<file path="config.mk">
export PLATFORM = sky130hd
export DESIGN_NAME = infix_expression_evaluator_flat
export DESIGN_NICKNAME = d
export VERILOG_FILES = /design/src/hdl/iee_pkg.sv /design/src/hdl/iee_in_if.sv /design/src/hdl/iee_out_if.sv /design/src/hdl/iee_ram.sv /design/src/hdl/iee_div.sv /design/src/hdl/iee_ctrl.sv /design/src/hdl/iee_dp.sv /design/src/hdl/infix_expression_evaluator.sv /design/src/flat_wrapper.sv
export SDC_FILE = /design/constraint.sdc
export NUM_CORES = 2
export LEC_CHECK = 0
export BUFFER_PORTS_ARGS = -buffer_cell sky130_fd_sc_hd__buf_2
export CORE_ASPECT_RATIO = 0.5
export CORE_UTILIZATION = 55
export CTS_BUF_LIST = sky130_fd_sc_hd__clkbuf_4 sky130_fd_sc_hd__clkbuf_8
export CTS_CLUSTER_SIZE = 28
export DETAILED_ROUTE_END_ITERATION = 10
export PLACE_DENSITY_LB_ADDON = 0.25
export SYNTH_ARGS = -nofsm -noshare
export SYNTH_HDL_FRONTEND = slang
export SYNTH_HIERARCHICAL = 1
export SYNTH_SLANG_ARGS = --single-unit
export TNS_END_PERCENT = 5
</file>
<file path="constraint.sdc">
create_clock -name clk_i -period 7.2 [get_ports clk_i]
set_clock_uncertainty 0.1 [all_clocks]
set_input_delay 1.44 -clock clk_i [delete_from_list [all_inputs] [get_ports clk_i]]
set_output_delay 1.44 -clock clk_i [all_outputs]
set_load 0.1 [all_outputs]
</file>
<file path="src/hdl/iee_pkg.sv">
// ----------------------------------------------------------------------------
// iee_pkg: shared types and constants
// Operator and error codes, character classes, controller states and the
// command and status groups between controller and datapath.
// ----------------------------------------------------------------------------
package iee_pkg;

  localparam int unsigned DataW = 32;

  localparam logic [7:0] CH_SPACE  = 8'h20;
  localparam logic [7:0] CH_LPAREN = 8'h28;
  localparam logic [7:0] CH_RPAREN = 8'h29;
  localparam logic [7:0] CH_MUL    = 8'h2A;
  localparam logic [7:0] CH_ADD    = 8'h2B;
  localparam logic [7:0] CH_SUB    = 8'h2D;
  localparam logic [7:0] CH_DIV    = 8'h2F;
  localparam logic [7:0] CH_ZERO   = 8'h30;

  typedef enum logic [2:0] {
    OP_LPAREN = 3'd0,
    OP_ADD    = 3'd1,
    OP_SUB    = 3'd2,
    OP_MUL    = 3'd3,
    OP_DIV    = 3'd4,
    OP_OTHER  = 3'd5
  } op_e;

  typedef enum logic [1:0] {
    ERR_NONE  = 2'd0,
    ERR_DIV0  = 2'd1,
    ERR_STACK = 2'd2,
    ERR_PAREN = 2'd3
  } err_e;

  typedef enum logic [2:0] {
    CLS_SPACE,
    CLS_ALNUM,
    CLS_LPAREN,
    CLS_RPAREN,
    CLS_OPER
  } cls_e;

  typedef enum logic [3:0] {
    S_IDLE,
    S_DISPATCH,
    S_UW_RD,
    S_UW_CHK,
    S_AP_START,
    S_AP_RB,
    S_AP_RA,
    S_AP_EXEC,
    S_AP_DIV,
    S_END_RD,
    S_END_CHK,
    S_END_FIN
  } state_e;

  typedef struct packed {
    logic in_ready;
    logic push_char;
    logic push_op;
    logic op_pop;
    logic latch_opr;
    logic push_zero;
    logic sel_second;
    logic cap_b;
    logic cap_a;
    logic div_start;
    logic write_result;
    logic load_out;
    logic err_set;
    err_e err_code;
  } cmd_t;

  typedef struct packed {
    cls_e cls;
    logic last;
    logic op_empty;
    logic top_lparen;
    logic top_prec_lt;
    logic val_lt2;
    logic div_needed;
    logic div_done;
    logic out_busy;
  } sts_t;

  function automatic cls_e char_class(logic [7:0] c);
    cls_e r;
    if (c == CH_SPACE) r = CLS_SPACE;
    else if ((c >= 8'h30 && c <= 8'h39) || (c >= 8'h41 && c <= 8'h5A) ||
             (c >= 8'h61 && c <= 8'h7A)) r = CLS_ALNUM;
    else if (c == CH_LPAREN) r = CLS_LPAREN;
    else if (c == CH_RPAREN) r = CLS_RPAREN;
    else r = CLS_OPER;
    return r;
  endfunction

  function automatic op_e op_of(logic [7:0] c);
    op_e r;
    case (c)
      CH_ADD:  r = OP_ADD;
      CH_SUB:  r = OP_SUB;
      CH_MUL:  r = OP_MUL;
      CH_DIV:  r = OP_DIV;
      default: r = OP_OTHER;
    endcase
    return r;
  endfunction

  function automatic logic [1:0] prec_of(op_e op);
    logic [1:0] r;
    case (op)
      OP_ADD, OP_SUB: r = 2'd1;
      OP_MUL, OP_DIV: r = 2'd2;
      default:        r = 2'd0;
    endcase
    return r;
  endfunction

endpackage

</file>
<file path="src/hdl/iee_in_if.sv">
// ----------------------------------------------------------------------------
// iee_in_if: character channel
// Valid/ready channel carrying one expression character.
// ----------------------------------------------------------------------------
interface iee_in_if;
  logic       valid;
  logic       ready;
  logic [7:0] char_code;
  logic       last_char;

  modport source (output valid, output char_code, output last_char, input ready);
  modport sink   (input valid, input char_code, input last_char, output ready);
endinterface

</file>
<file path="src/hdl/iee_out_if.sv">
// ----------------------------------------------------------------------------
// iee_out_if: result channel
// Valid/ready channel carrying the evaluated value and error code.
// ----------------------------------------------------------------------------
interface iee_out_if;
  logic               valid;
  logic               ready;
  logic signed [31:0] value;
  logic [1:0]         error_code;

  modport source (output valid, output value, output error_code, input ready);
  modport sink   (input valid, input value, input error_code, output ready);
endinterface

</file>
<file path="src/hdl/iee_ram.sv">
// ----------------------------------------------------------------------------
// iee_ram: generic single-port-write RAM
// One write port and one read port with registered read data.
// ----------------------------------------------------------------------------
module iee_ram #(
  parameter int unsigned WIDTH = 32,
  parameter int unsigned DEPTH = 16
) (
  input  logic                     clk_i,
  input  logic                     we_i,
  input  logic [$clog2(DEPTH)-1:0] waddr_i,
  input  logic [WIDTH-1:0]         wdata_i,
  input  logic [$clog2(DEPTH)-1:0] raddr_i,
  output logic [WIDTH-1:0]         rdata_o
);

  logic [WIDTH-1:0] mem_q [DEPTH];

  always_ff @(posedge clk_i) begin
    if (we_i) begin
      mem_q[waddr_i] <= wdata_i;
    end
    rdata_o <= mem_q[raddr_i];
  end

endmodule

</file>
<file path="src/hdl/iee_div.sv">
// ----------------------------------------------------------------------------
// iee_div: iterative unsigned divider
// Restoring division, one quotient bit per cycle, done pulse at the end.
// ----------------------------------------------------------------------------
module iee_div (
  input  logic        clk_i,
  input  logic        rst_ni,
  input  logic        start_i,
  input  logic [31:0] dividend_i,
  input  logic [31:0] divisor_i,
  output logic        done_o,
  output logic [31:0] quotient_o
);

  logic        busy_q, busy_d;
  logic        done_q, done_d;
  logic [5:0]  cnt_q, cnt_d;
  logic [31:0] rem_q, rem_d;
  logic [31:0] quo_q, quo_d;
  logic [31:0] dvs_q, dvs_d;
  logic [32:0] trial;
  logic [32:0] diff;

  always_comb begin
    busy_d = busy_q;
    done_d = 1'b0;
    cnt_d  = cnt_q;
    rem_d  = rem_q;
    quo_d  = quo_q;
    dvs_d  = dvs_q;
    trial  = {rem_q, quo_q[31]};
    diff   = trial - {1'b0, dvs_q};
    if (start_i) begin
      busy_d = 1'b1;
      cnt_d  = 6'd32;
      rem_d  = '0;
      quo_d  = dividend_i;
      dvs_d  = divisor_i;
    end else if (busy_q) begin
      if (!diff[32]) begin
        rem_d = diff[31:0];
        quo_d = {quo_q[30:0], 1'b1};
      end else begin
        rem_d = trial[31:0];
        quo_d = {quo_q[30:0], 1'b0};
      end
      cnt_d = cnt_q - 6'd1;
      if (cnt_q == 6'd1) begin
        busy_d = 1'b0;
        done_d = 1'b1;
      end
    end
  end

  always_ff @(posedge clk_i or negedge rst_ni) begin
    if (!rst_ni) begin
      busy_q <= 1'b0;
      done_q <= 1'b0;
      cnt_q  <= '0;
    end else begin
      busy_q <= busy_d;
      done_q <= done_d;
      cnt_q  <= cnt_d;
    end
  end

  always_ff @(posedge clk_i) begin
    rem_q <= rem_d;
    quo_q <= quo_d;
    dvs_q <= dvs_d;
  end

  assign done_o     = done_q;
  assign quotient_o = quo_q;

endmodule

</file>
<file path="src/hdl/iee_ctrl.sv">
// ----------------------------------------------------------------------------
// iee_ctrl: evaluator controller
// Sequences character dispatch, operator unwinding, operator application and
// final result delivery.
// ----------------------------------------------------------------------------
module iee_ctrl (
  input  logic           clk_i,
  input  logic           rst_ni,
  input  iee_pkg::sts_t  sts_i,
  input  logic           in_valid_i,
  output iee_pkg::cmd_t  cmd_o
);

  iee_pkg::state_e state_q, state_d;
  logic            end_mode_q, end_mode_d;
  iee_pkg::state_e ret_state;
  iee_pkg::state_e done_state;

  always_ff @(posedge clk_i or negedge rst_ni) begin
    if (!rst_ni) begin
      state_q    <= iee_pkg::S_IDLE;
      end_mode_q <= 1'b0;
    end else begin
      state_q    <= state_d;
      end_mode_q <= end_mode_d;
    end
  end

  always_comb begin
    state_d    = state_q;
    end_mode_d = end_mode_q;
    cmd_o      = '0;
    cmd_o.err_code = iee_pkg::ERR_NONE;
    ret_state  = end_mode_q ? iee_pkg::S_END_RD : iee_pkg::S_UW_RD;
    done_state = sts_i.last ? iee_pkg::S_END_RD : iee_pkg::S_IDLE;
    unique case (state_q)
      iee_pkg::S_IDLE: begin
        cmd_o.in_ready = 1'b1;
        if (in_valid_i) begin
          state_d = iee_pkg::S_DISPATCH;
        end
      end
      iee_pkg::S_DISPATCH: begin
        unique case (sts_i.cls)
          iee_pkg::CLS_ALNUM: begin
            cmd_o.push_char = 1'b1;
            state_d = done_state;
            end_mode_d = sts_i.last;
          end
          iee_pkg::CLS_LPAREN: begin
            cmd_o.push_op = 1'b1;
            state_d = done_state;
            end_mode_d = sts_i.last;
          end
          iee_pkg::CLS_RPAREN, iee_pkg::CLS_OPER: begin
            state_d = iee_pkg::S_UW_RD;
          end
          default: begin
            state_d = done_state;
            end_mode_d = sts_i.last;
          end
        endcase
      end
      iee_pkg::S_UW_RD: begin
        if (sts_i.op_empty) begin
          if (sts_i.cls == iee_pkg::CLS_RPAREN) begin
            cmd_o.err_set  = 1'b1;
            cmd_o.err_code = iee_pkg::ERR_PAREN;
          end else begin
            cmd_o.push_op = 1'b1;
          end
          state_d = done_state;
          end_mode_d = sts_i.last;
        end else begin
          state_d = iee_pkg::S_UW_CHK;
        end
      end
      iee_pkg::S_UW_CHK: begin
        if (sts_i.top_lparen) begin
          if (sts_i.cls == iee_pkg::CLS_RPAREN) begin
            cmd_o.op_pop = 1'b1;
          end else begin
            cmd_o.push_op = 1'b1;
          end
          state_d = done_state;
          end_mode_d = sts_i.last;
        end else if (sts_i.top_prec_lt) begin
          cmd_o.push_op = 1'b1;
          state_d = done_state;
          end_mode_d = sts_i.last;
        end else begin
          cmd_o.op_pop    = 1'b1;
          cmd_o.latch_opr = 1'b1;
          state_d = iee_pkg::S_AP_START;
        end
      end
      iee_pkg::S_AP_START: begin
        if (sts_i.val_lt2) begin
          cmd_o.push_zero = 1'b1;
          cmd_o.err_set   = 1'b1;
          cmd_o.err_code  = iee_pkg::ERR_STACK;
          state_d = ret_state;
        end else begin
          state_d = iee_pkg::S_AP_RB;
        end
      end
      iee_pkg::S_AP_RB: begin
        cmd_o.cap_b      = 1'b1;
        cmd_o.sel_second = 1'b1;
        state_d = iee_pkg::S_AP_RA;
      end
      iee_pkg::S_AP_RA: begin
        cmd_o.cap_a = 1'b1;
        state_d = iee_pkg::S_AP_EXEC;
      end
      iee_pkg::S_AP_EXEC: begin
        if (sts_i.div_needed) begin
          cmd_o.div_start = 1'b1;
          state_d = iee_pkg::S_AP_DIV;
        end else begin
          cmd_o.write_result = 1'b1;
          state_d = ret_state;
        end
      end
      iee_pkg::S_AP_DIV: begin
        if (sts_i.div_done) begin
          cmd_o.write_result = 1'b1;
          state_d = ret_state;
        end
      end
      iee_pkg::S_END_RD: begin
        state_d = sts_i.op_empty ? iee_pkg::S_END_FIN : iee_pkg::S_END_CHK;
      end
      iee_pkg::S_END_CHK: begin
        cmd_o.op_pop = 1'b1;
        if (sts_i.top_lparen) begin
          cmd_o.err_set  = 1'b1;
          cmd_o.err_code = iee_pkg::ERR_PAREN;
          state_d = iee_pkg::S_END_RD;
        end else begin
          cmd_o.latch_opr = 1'b1;
          state_d = iee_pkg::S_AP_START;
        end
      end
      iee_pkg::S_END_FIN: begin
        if (!sts_i.out_busy) begin
          cmd_o.load_out = 1'b1;
          end_mode_d = 1'b0;
          state_d = iee_pkg::S_IDLE;
        end
      end
      default: begin
        state_d = iee_pkg::S_IDLE;
      end
    endcase
  end

endmodule

</file>
<file path="src/hdl/iee_dp.sv">
// ----------------------------------------------------------------------------
// iee_dp: evaluator datapath
// Operator and value stacks, stack counters, arithmetic unit, error flag and
// the result register.
// ----------------------------------------------------------------------------
module iee_dp #(
  parameter int unsigned OPERATOR_DEPTH = 16,
  parameter int unsigned VALUE_DEPTH    = 16
) (
  input  logic           clk_i,
  input  logic           rst_ni,
  iee_in_if.sink         in_i,
  iee_out_if.source      out_o,
  input  iee_pkg::cmd_t  cmd_i,
  output iee_pkg::sts_t  sts_o
);

  localparam int unsigned OpAw = $clog2(OPERATOR_DEPTH);
  localparam int unsigned OpCw = $clog2(OPERATOR_DEPTH + 1);
  localparam int unsigned VAw  = $clog2(VALUE_DEPTH);
  localparam int unsigned VCw  = $clog2(VALUE_DEPTH + 1);

  logic [7:0]      char_q;
  logic            last_q;
  iee_pkg::op_e    opr_q;
  logic [31:0]     a_q, b_q;

  logic [OpCw-1:0] op_cnt_q, op_cnt_d;
  logic [VCw-1:0]  val_cnt_q, val_cnt_d;
  iee_pkg::err_e   err_q, err_d;

  logic            out_valid_q;
  logic [31:0]     out_value_q;
  iee_pkg::err_e   out_err_q;

  logic            op_we;
  logic [OpAw-1:0] op_waddr, op_raddr;
  logic [2:0]      op_wdata, op_rdata;
  logic            val_we;
  logic [VAw-1:0]  val_waddr, val_raddr;
  logic [31:0]     val_wdata, val_rdata;

  iee_pkg::cls_e   cls;
  iee_pkg::op_e    item_op;
  iee_pkg::op_e    top_op;
  logic [31:0]     result;
  logic [31:0]     mag_a, mag_b, quo;
  logic            div_done;
  logic            b_zero;
  iee_pkg::err_e   fin_err;

  assign cls     = iee_pkg::char_class(char_q);
  assign item_op = (cls == iee_pkg::CLS_LPAREN) ? iee_pkg::OP_LPAREN :
                   (cls == iee_pkg::CLS_OPER) ? iee_pkg::op_of(char_q) :
                   iee_pkg::OP_OTHER;
  assign top_op  = iee_pkg::op_e'(op_rdata);
  assign b_zero  = (b_q == '0);

  iee_ram #(.WIDTH(3), .DEPTH(OPERATOR_DEPTH)) u_op_ram (
    .clk_i   (clk_i),
    .we_i    (op_we),
    .waddr_i (op_waddr),
    .wdata_i (op_wdata),
    .raddr_i (op_raddr),
    .rdata_o (op_rdata)
  );

  iee_ram #(.WIDTH(32), .DEPTH(VALUE_DEPTH)) u_val_ram (
    .clk_i   (clk_i),
    .we_i    (val_we),
    .waddr_i (val_waddr),
    .wdata_i (val_wdata),
    .raddr_i (val_raddr),
    .rdata_o (val_rdata)
  );

  assign mag_a = a_q[31] ? (32'd0 - a_q) : a_q;
  assign mag_b = b_q[31] ? (32'd0 - b_q) : b_q;

  iee_div u_div (
    .clk_i      (clk_i),
    .rst_ni     (rst_ni),
    .start_i    (cmd_i.div_start),
    .dividend_i (mag_a),
    .divisor_i  (mag_b),
    .done_o     (div_done),
    .quotient_o (quo)
  );

  always_comb begin
    case (opr_q)
      iee_pkg::OP_ADD: result = a_q + b_q;
      iee_pkg::OP_SUB: result = a_q - b_q;
      iee_pkg::OP_MUL: result = a_q * b_q;
      iee_pkg::OP_DIV: begin
        if (b_zero) result = '0;
        else if (a_q[31] ^ b_q[31]) result = 32'd0 - quo;
        else result = quo;
      end
      default: result = '0;
    endcase
  end

  assign op_raddr  = OpAw'(op_cnt_q - OpCw'(1));
  assign val_raddr = cmd_i.sel_second ? VAw'(val_cnt_q - VCw'(2)) :
                                        VAw'(val_cnt_q - VCw'(1));

  always_comb begin
    op_cnt_d  = op_cnt_q;
    val_cnt_d = val_cnt_q;
    err_d     = err_q;
    op_we     = 1'b0;
    op_waddr  = OpAw'(op_cnt_q);
    op_wdata  = 3'(item_op);
    val_we    = 1'b0;
    val_waddr = VAw'(val_cnt_q);
    val_wdata = 32'(char_q) - 32'(iee_pkg::CH_ZERO);

    if (cmd_i.err_set && err_q == iee_pkg::ERR_NONE) begin
      err_d = cmd_i.err_code;
    end
    if (cmd_i.push_char) begin
      if (val_cnt_q >= VCw'(VALUE_DEPTH)) begin
        if (err_q == iee_pkg::ERR_NONE) err_d = iee_pkg::ERR_STACK;
      end else begin
        val_we    = 1'b1;
        val_cnt_d = val_cnt_q + VCw'(1);
      end
    end
    if (cmd_i.push_op) begin
      if (op_cnt_q >= OpCw'(OPERATOR_DEPTH)) begin
        if (err_q == iee_pkg::ERR_NONE) err_d = iee_pkg::ERR_STACK;
      end else begin
        op_we    = 1'b1;
        op_cnt_d = op_cnt_q + OpCw'(1);
      end
    end
    if (cmd_i.op_pop) begin
      op_cnt_d = op_cnt_q - OpCw'(1);
    end
    if (cmd_i.push_zero) begin
      val_we    = 1'b1;
      val_waddr = '0;
      val_wdata = '0;
      val_cnt_d = VCw'(1);
    end
    if (cmd_i.write_result) begin
      val_we    = 1'b1;
      val_waddr = VAw'(val_cnt_q - VCw'(2));
      val_wdata = result;
      val_cnt_d = val_cnt_q - VCw'(1);
      if (opr_q == iee_pkg::OP_DIV && b_zero && err_q == iee_pkg::ERR_NONE) begin
        err_d = iee_pkg::ERR_DIV0;
      end
    end
    if (cmd_i.load_out) begin
      op_cnt_d  = '0;
      val_cnt_d = '0;
      err_d     = iee_pkg::ERR_NONE;
    end
  end

  assign fin_err = (err_q != iee_pkg::ERR_NONE) ? err_q :
                   (val_cnt_q != VCw'(1)) ? iee_pkg::ERR_STACK : iee_pkg::ERR_NONE;

  always_ff @(posedge clk_i or negedge rst_ni) begin
    if (!rst_ni) begin
      op_cnt_q    <= '0;
      val_cnt_q   <= '0;
      err_q       <= iee_pkg::ERR_NONE;
      out_valid_q <= 1'b0;
    end else begin
      op_cnt_q  <= op_cnt_d;
      val_cnt_q <= val_cnt_d;
      err_q     <= err_d;
      if (cmd_i.load_out) begin
        out_valid_q <= 1'b1;
      end else if (out_o.ready) begin
        out_valid_q <= 1'b0;
      end
    end
  end

  always_ff @(posedge clk_i) begin
    if (in_i.valid && cmd_i.in_ready) begin
      char_q <= in_i.char_code;
      last_q <= in_i.last_char;
    end
    if (cmd_i.latch_opr) opr_q <= top_op;
    if (cmd_i.cap_b) b_q <= val_rdata;
    if (cmd_i.cap_a) a_q <= val_rdata;
    if (cmd_i.load_out) begin
      out_value_q <= (val_cnt_q != '0) ? val_rdata : '0;
      out_err_q   <= fin_err;
    end
  end

  assign in_i.ready       = cmd_i.in_ready;
  assign out_o.valid      = out_valid_q;
  assign out_o.value      = out_value_q;
  assign out_o.error_code = out_err_q;

  assign sts_o.cls         = cls;
  assign sts_o.last        = last_q;
  assign sts_o.op_empty    = (op_cnt_q == '0);
  assign sts_o.top_lparen  = (top_op == iee_pkg::OP_LPAREN);
  assign sts_o.top_prec_lt = iee_pkg::prec_of(top_op) < iee_pkg::prec_of(item_op);
  assign sts_o.val_lt2     = (val_cnt_q < VCw'(2));
  assign sts_o.div_needed  = (opr_q == iee_pkg::OP_DIV) && !b_zero;
  assign sts_o.div_done    = div_done;
  assign sts_o.out_busy    = out_valid_q && !out_o.ready;

endmodule

</file>
<file path="src/hdl/infix_expression_evaluator.sv">
// ----------------------------------------------------------------------------
// infix_expression_evaluator: infix expression evaluator
// Each space, operand or '(' is dispatched directly; each operator applied
// reads its two operands from the value stack, and a divide also waits for
// the iterative divider; stacked operators are inspected one by one in the
// unwinding loop. Characters are taken one at a time: the next is accepted
// only once the last is done. Reset clears both stack counts, the error flag
// and the output valid flag; stack contents need no clearing.
module infix_expression_evaluator #(
  parameter int unsigned OPERATOR_DEPTH = 16,
  parameter int unsigned VALUE_DEPTH    = 16
) (
  input  logic       clk_i,
  input  logic       rst_ni,
  iee_in_if.sink     in_i,
  iee_out_if.source  out_o
);

  iee_pkg::cmd_t cmd;
  iee_pkg::sts_t sts;

  iee_ctrl u_ctrl (
    .clk_i      (clk_i),
    .rst_ni     (rst_ni),
    .sts_i      (sts),
    .in_valid_i (in_i.valid),
    .cmd_o      (cmd)
  );

  iee_dp #(
    .OPERATOR_DEPTH (OPERATOR_DEPTH),
    .VALUE_DEPTH    (VALUE_DEPTH)
  ) u_dp (
    .clk_i  (clk_i),
    .rst_ni (rst_ni),
    .in_i   (in_i),
    .out_o  (out_o),
    .cmd_i  (cmd),
    .sts_o  (sts)
  );

endmodule
</file>
<file path="src/flat_wrapper.sv">
// flat-port wrapper written by rule: the top's interface ports become plain ports
module infix_expression_evaluator_flat 
#(
  parameter int unsigned OPERATOR_DEPTH = 16,
  parameter int unsigned VALUE_DEPTH    = 16
)
  (clk_i, rst_ni, in_i_valid, in_i_char_code, in_i_last_char, in_i_ready, out_o_valid, out_o_value, out_o_error_code, out_o_ready);
  iee_in_if in_i_i ();
  iee_out_if out_o_i ();
  input  logic clk_i;
  input  logic rst_ni;
  input wire logic [$bits(in_i_i.valid)-1:0] in_i_valid;
  input wire logic [$bits(in_i_i.char_code)-1:0] in_i_char_code;
  input wire logic [$bits(in_i_i.last_char)-1:0] in_i_last_char;
  output wire logic [$bits(in_i_i.ready)-1:0] in_i_ready;
  output wire logic [$bits(out_o_i.valid)-1:0] out_o_valid;
  output wire logic [$bits(out_o_i.value)-1:0] out_o_value;
  output wire logic [$bits(out_o_i.error_code)-1:0] out_o_error_code;
  input wire logic [$bits(out_o_i.ready)-1:0] out_o_ready;
  assign in_i_i.valid = in_i_valid;
  assign in_i_i.char_code = in_i_char_code;
  assign in_i_i.last_char = in_i_last_char;
  assign in_i_ready = in_i_i.ready;
  assign out_o_valid = out_o_i.valid;
  assign out_o_value = out_o_i.value;
  assign out_o_error_code = out_o_i.error_code;
  assign out_o_i.ready = out_o_ready;
  infix_expression_evaluator #(.OPERATOR_DEPTH(OPERATOR_DEPTH), .VALUE_DEPTH(VALUE_DEPTH)) u_core (.clk_i(clk_i), .rst_ni(rst_ni), .in_i(in_i_i), .out_o(out_o_i));
endmodule
</file>
### Word level (Yosys, flattened, before mapping)

Memory sizes are Yosys's and may differ from the RTL's. A register that Yosys moved wholly into a read port is not among the register bits.
Index checks and enable logic that the tools add are counted.
W data, S select, Z words.

| storage, ports and cells | value |
|---|---|
| register bits after elaboration | 232 |
| latch bits | 0 |
| bits in writable memories | 560 |
| ROM bits | 0 |
| memories | 2 |

Memory list:

| memory | words | bits a word | read ports | clocked after Yosys merged registers in | wr ports | line | source |
|---|---|---|---|---|---|---|---|
| u_core.u_dp.u_val_ram.mem_q | 16 | 32 | 1 | 1 | 1 | iee_ram.sv:17 | `logic [WIDTH-1:0] mem_q [DEPTH];` |
| u_core.u_dp.u_op_ram.mem_q | 16 | 3 | 1 | 1 | 1 | iee_ram.sv:17 |  |

| operators by class | value |
|---|---|
| add/sub/neg operators | 13 |
| $mul | 1 |
| divide/modulo/power cells | 0 |
| magnitude comparators | 10 |
| equality and inequality tests | 44 |
| shifts and indexed selects | 0 |
| multiplexer cells | 114 |
| bitwise operators | 1 |
| reductions and logical operators | 34 |

Operator list:

| kind | number |
|---|---|
| $mux W32 | 8 |
| $pmux W32 S4 | 1 |
| $sub A1 B32 Y32 const A | 3 |
| $mux W4 | 15 |
| $eq A8 B6 Y1 const B | 7 |
| $pmux W4 S12 | 1 |
| $mux W5 | 9 |
| $mux W1 | 44 |
| $sub A33 B32 Y33 | 1 |
| $add A32 B32 Y32 | 1 |
| $logic_not A32 Y1 | 1 |
| $mul A32 B32 Y32 | 1 |
| $sub A32 B32 Y32 | 1 |
| $mux W31 | 1 |
| $mux W2 | 15 |
| $mux W3 | 10 |
| $eq A3 B2 Y1 const B | 8 |
| $eq A4 B3 Y1 const B | 4 |
| $eq A4 B4 Y1 const B | 4 |
| $ge A8 B7 Y1 const B | 2 |
| $le A8 B7 Y1 const B | 2 |
| $eq A3 B1 Y1 const B | 4 |
| $eq A3 B3 Y1 const B | 4 |
| $mux W6 | 2 |
| other kinds (39) | 68 |

### Depth between registers and ports, before layout

| logic depth | value |
|---|---|
| depth after elaboration | 21 |
| mapped depth | 27 |
| depth with buffers taken out | 25 |

### Modules after synthesis

Netlist, hierarchy kept.

By module, submodules not included:

| module | times used | cells each | area an instance (µm²) | seq. area each (µm²) |
|---|---|---|---|---|
| iee_dp | 1 | 2772 | 25315.5 | 3628.5 |
| iee_ram at u_core.u_dp.u_val_ram | 1 | 838 | 19835.3 | 16015.4 |
| iee_div | 1 | 604 | 6167.2 | 2762.6 |
| iee_ram at u_core.u_dp.u_op_ram | 1 | 103 | 2011.9 | 1501.4 |
| iee_ctrl | 1 | 106 | 737.0 | 125.1 |

### Worst setup path before layout

OpenSTA, ideal clock, no wires.

| timing | value |
|---|---|
| path kind | register -> register |
| start | register u_core.u_dp.b_q[5] |
| end | memory u_core.u_dp.u_val_ram.mem_q[0][27], data pin |
| arrival | 7.240 ns |
| path slack | -0.470 ns |
| stages on the path, launching flop included | 22 |
| path buffers | 2 |
| path through | edfxtp_1 clkbuf_1 clkbuf_1 and2_1 fa_1 fa_1 fa_1 inv_1 fa_1 inv_1 fa_1 fa_1 fa_1 fa_1 ha_1 a21oi_1 o21ai_0 o41ai_1 o21bai_1 xor2_1 a21oi_1 o21ai_0 |

| on the way | value |
|---|---|
| longest elaborated chain between the ends | 6 |

Ends and longest elaborated chain:

| item | line | source |
|---|---|---|
| from (decl) | iee_dp.sv:26 | `logic [31:0] a_q, b_q;` |
| from (signal assigned) | iee_dp.sv:190 | `if (cmd_i.cap_b) b_q <= val_rdata;` |
| branches (longest 5 deep; another with $mul A32 B32 Y32) | - |  |
| $mux W32 (*) | iee_dp.sv:147 | `if (cmd_i.write_result) begin` |
| via u_core.u_dp.val_wdata[27] | iee_dp.sv:41 | `logic [31:0] val_wdata, val_rdata;` |
| to (decl) | iee_ram.sv:17 |  |

Mark *: on every way through the listed nets, which the timed path passes.

### Worst setup path after layout

| timing | value |
|---|---|
| start | register u_core.u_dp.a_q[10] |
| end | memory u_core.u_dp.u_val_ram.mem_q[7][19], data pin |

| on the way | value |
|---|---|
| longest elaborated chain between the ends | 3 |

Ends and longest elaborated chain:

| item | line | source |
|---|---|---|
| from (decl) | iee_dp.sv:26 |  |
| from (signal assigned) | iee_dp.sv:191 | `if (cmd_i.cap_a) a_q <= val_rdata;` |
| $mul A32 B32 Y32, or another cell as far along | iee_dp.sv:94 | `iee_pkg::OP_MUL: result = a_q * b_q;` |
| $pmux W32 S4 (*) | iee_dp.sv:91 | `case (opr_q)` |
| $mux W32 (*) | iee_dp.sv:147 |  |
| via u_core.u_dp.val_wdata[19] | iee_dp.sv:41 |  |

Mark *: on every way through the listed nets, which the timed path passes. The rest lies on a longest branch.

==> impl_metrics.py <==
metrics = {
    "worst_setup_path": {
        "cp_max_fo": 11,
        "r2r-start": "u_core/u_dp/a_q[10]$_DFFE_PP_",
        "arrival_ns": 8.06,
        "cp.required_ns": 7.65,
        "worstSetupPathType": "reg -> reg",
        "endpoint_kind": "flip-flop",
        "start_kind": "flip-flop",
        "cp-startpoint": "u_core/u_dp/a_q[10]$_DFFE_PP_",
        "regToRegSetupSlack_ns": -0.41,
    },
    "synthesis": {
        "syn_area_sq_um": 54100,
        "yosys.area_share.adder": 0.200,
        "synth-edff-count": 734,
        "synth_fp_nets": 5055,
        "yosys_most_used_dff": "edfxtp_1",
        "yosys-mux-area-fraction": 0.0670,
        "synth-compound-area-share": 0.0776,
        "syn_inst": 4423,
        "async_reset_ff_frac": 0.0314,
        "synth_top_family_by_area": "adder cells",
        "synth-xor-area-share": 0.0448,
        "synth_cell_type_count": 106,
        "ys_seq_elements": 827,
        "syn_avg_cell_area_sq_um": 12.2,
        "ys_seq_area_frac": 0.445,
        "ys_warn_count": 6,
        "yosys.area_share.simple": 0.115,
    },
    "die": {
        "die_y_um": 224,
        "core_sq_um": 96400,
        "die_x_um": 445,
        "ios": 49,
        "rows": 80,
        "die_area_sq_um": 99600,
        "start_util": 0.561,
    },
    "global_route": {
        "grt_overflow_total": 0,
        "grt_antenna_before_repair": 9,
        "use_met3": 0.0846,
        "grt_pass1_vias": 38000,
        "grt_use_met2": 0.478,
        "gr-usage-met1": 0.454,
        "grt_busiest_layer": "met2",
        "grt_max_degree": 83,
        "grt_util_all_layers": 0.317,
        "grt_pass1_wl_mm": 236,
    },
    "clock_tree": {
        "hold_buffers": 0,
        "tritoncts": "done",
        "cts_buffers": 113,
        "cts_sinks": 827,
        "clock-root-buffer": "clkbuf_8",
        "h-tree-depth": 3,
        "clkTransAtPathRegs_ns": 0.07,
        "clk-insertion-delay-late_ns": 0.87,
        "clockBufferDepth": 3,
    },
    "timing": {
        "fin_ws_ns": -0.413,
        "hold_viol": 0,
        "period_share": 1.06,
        "fmax_mhz": 131,
        "slew_headroom": 0.198,
        "setup_violations": 288,
        "finalCriticalPeriod_ns": 7.61,
        "drv_slew": 0,
        "tightest_slew_ns": 1.20,
        "finalSetupTns_ns": -72.22,
        "rsz0062_at_grt": "true",
    },
    "finish": {
        "drive_gt1_frac": 0.199,
        "mostFrequentLayoutCells": "edfxtp_1 (734), inv_1 (451), nand2_1 (404), fa_1 (399), buf_4 (347)",
        "layout_commonest_cell": "edfxtp_1",
        "syn_to_final_growth_pct": 14.0,
        "fin_nets": 5388,
    },
    "run_status": {
        "violations": "setup timing",
        "status": "finished with violations",
    },
    "routing": {
        "wirelength_mm": 154,
        "first_iter_violations": 4219,
        "num_vias": 37100,
        "drcViolationCount": 0,
        "drtAntennaViolNets": 0,
        "wire_per_inst_um": 25.0,
        "routed_via_density": 6.02,
        "drt_first_pass_iters": 5,
    },
    "place": {
        "portBuffers": 48,
        "gp_congestion": 0.988,
        "place_ws_ns": -0.737,
        "dp_hpwl_mm": 112,
    },
    "min_path": {
        "min_path_type": "reg -> reg",
        "min_from": "u_core/u_dp/u_div/rem_q[7]$_SDFFE_PP0P_",
    },
    "job": {
        "cap_violations": 0,
    },
}
## state kept, by name (all words and copies together) (netlist names), 4 cells and up
register,flops
u_core/u_dp/val_cnt_q,5
u_core/u_dp/b_q,32
u_core/u_dp/u_div/cnt_q,6
u_core/u_dp/char_q,8
u_core/u_dp/a_q,32
u_core/u_dp/u_op_ram/mem_q,48
u_core/u_dp/u_div/dvs_q,32
u_core/u_dp/op_cnt_q,5
u_core/u_dp/u_val_ram/mem_q,512
u_core/u_dp/u_val_ram/rdata_o,32
u_core/u_dp/out_o.value,32
u_core/u_ctrl/state_q,4
u_core/u_dp/u_div/quotient_o,32
u_core/u_dp/u_div/rem_q,32
## cells in the mapped netlist (all sizes together) (67+ instances only)
cell / instances / area, sq um
a21oi: 124 / 621
a22oi: 72 / 546
and2: 320 / 2000
clkbuf: 187 / 703
dfxtp: 67 / 1340
edfxtp: 734 / 22000
fa: 410 / 8210
ha: 209 / 2620
inv: 453 / 1700
mux4: 140 / 3180
nand2: 408 / 1540
nor2: 166 / 633
o21ai: 144 / 724
xnor2: 172 / 1530
xor2: 98 / 877
## worst max-delay path, stage by stage (launching register included)
cell      delay (ns)
edfxtp_1        0.41
buf_6           0.16
buf_12          0.14
and2_1          0.15
fa_1            0.53
inv_1           0.05
fa_1            0.49
fa_1            0.45
fa_1            0.55
inv_1           0.05
ha_1            0.27
ha_1            0.29
fa_1            0.51
fa_1            0.43
ha_1            0.31
buf_4           0.16
nand2_1         0.09
o21ai_2         0.09
or3_1           0.33
o221a_2         0.25
o21a_1          0.22
o41ai_4         0.26
xnor2_2         0.17
a222oi_1        0.34
buf_4           0.18
o21ai_2         0.12
buf_6           0.18
## worst paths after layout
check                                                               endpoint  depth (start not counted)
worst min register to register       u_core/u_dp/u_div/rem_q[8]$_SDFFE_PP0P_                          2
worst max-delay path            u_core/u_dp/u_val_ram/mem_q[7][19]$_DFFE_PP_                         26
worst max register to register  u_core/u_dp/u_val_ram/mem_q[7][19]$_DFFE_PP_                         26
min in group asynchronous               u_core/u_dp/val_cnt_q[1]$_DFFE_PN0P_                          1
max in group asynchronous                 u_core/u_dp/u_div/busy_q$_DFF_PN0_                          1
worst min-delay path                 u_core/u_dp/u_div/rem_q[8]$_SDFFE_PP0P_                          2
## per-stage QoR
step	hold slack, ns	instance area [sq um]	instances	utilization
floorplan	0.318	54100	4423	-
global placement	0.348	58500	5931	0.607
detailed placement	0.356	58500	5931	0.607
CTS	0.329	61400	6160	0.637
global route	0.379	61600	6165	0.639
finish	0.337	61600	6169	0.639
## layout make-up
| type | count | area (sq um) |
|---|---|---|
| fillers | 7266 | 34800 |
| multi-input cells | 2901 | 28000 |
| flip-flops and latches | 827 | 24000 |
| repair buffers | 459 | 3870 |
| clock buffers | 167 | 1990 |
| inverters | 454 | 1700 |
| well taps | 1312 | 1640 |
| clock inverters | 43 | 400 |
| diodes | 6 | 15.0 |
## cell families after synthesis
group	Yosys count
simple gates	1211
flops	827
buf+inv	696
compound gates	619
fa+ha+maj	619
xor+xnor	271
mux	180
## per-layer routing
metal / wire [um] / part of all wire / up-vias
li1: - / - / 16100
met1: 64300 / 0.42 / 18800
met2: 68400 / 0.44 / 1843
met3: 16800 / 0.11 / 292
met4: 4570 / 0.030 / 10
met5: 66 / 0.00043 / -
## repair_timing
item | in CTS | in global routing
hold endpoints to repair | 0 | 0
pin swaps | 37 | 21
endpoints found under the setup margin | 304 | 320
gates cloned | 2 | 1
buffers inserted | 17 | 2
gates resized for setup | 77 | 46
Power is left out: the tool's default activity adds up to more than one toggle a clock period on the data nets, which glitch-free logic cannot reach.
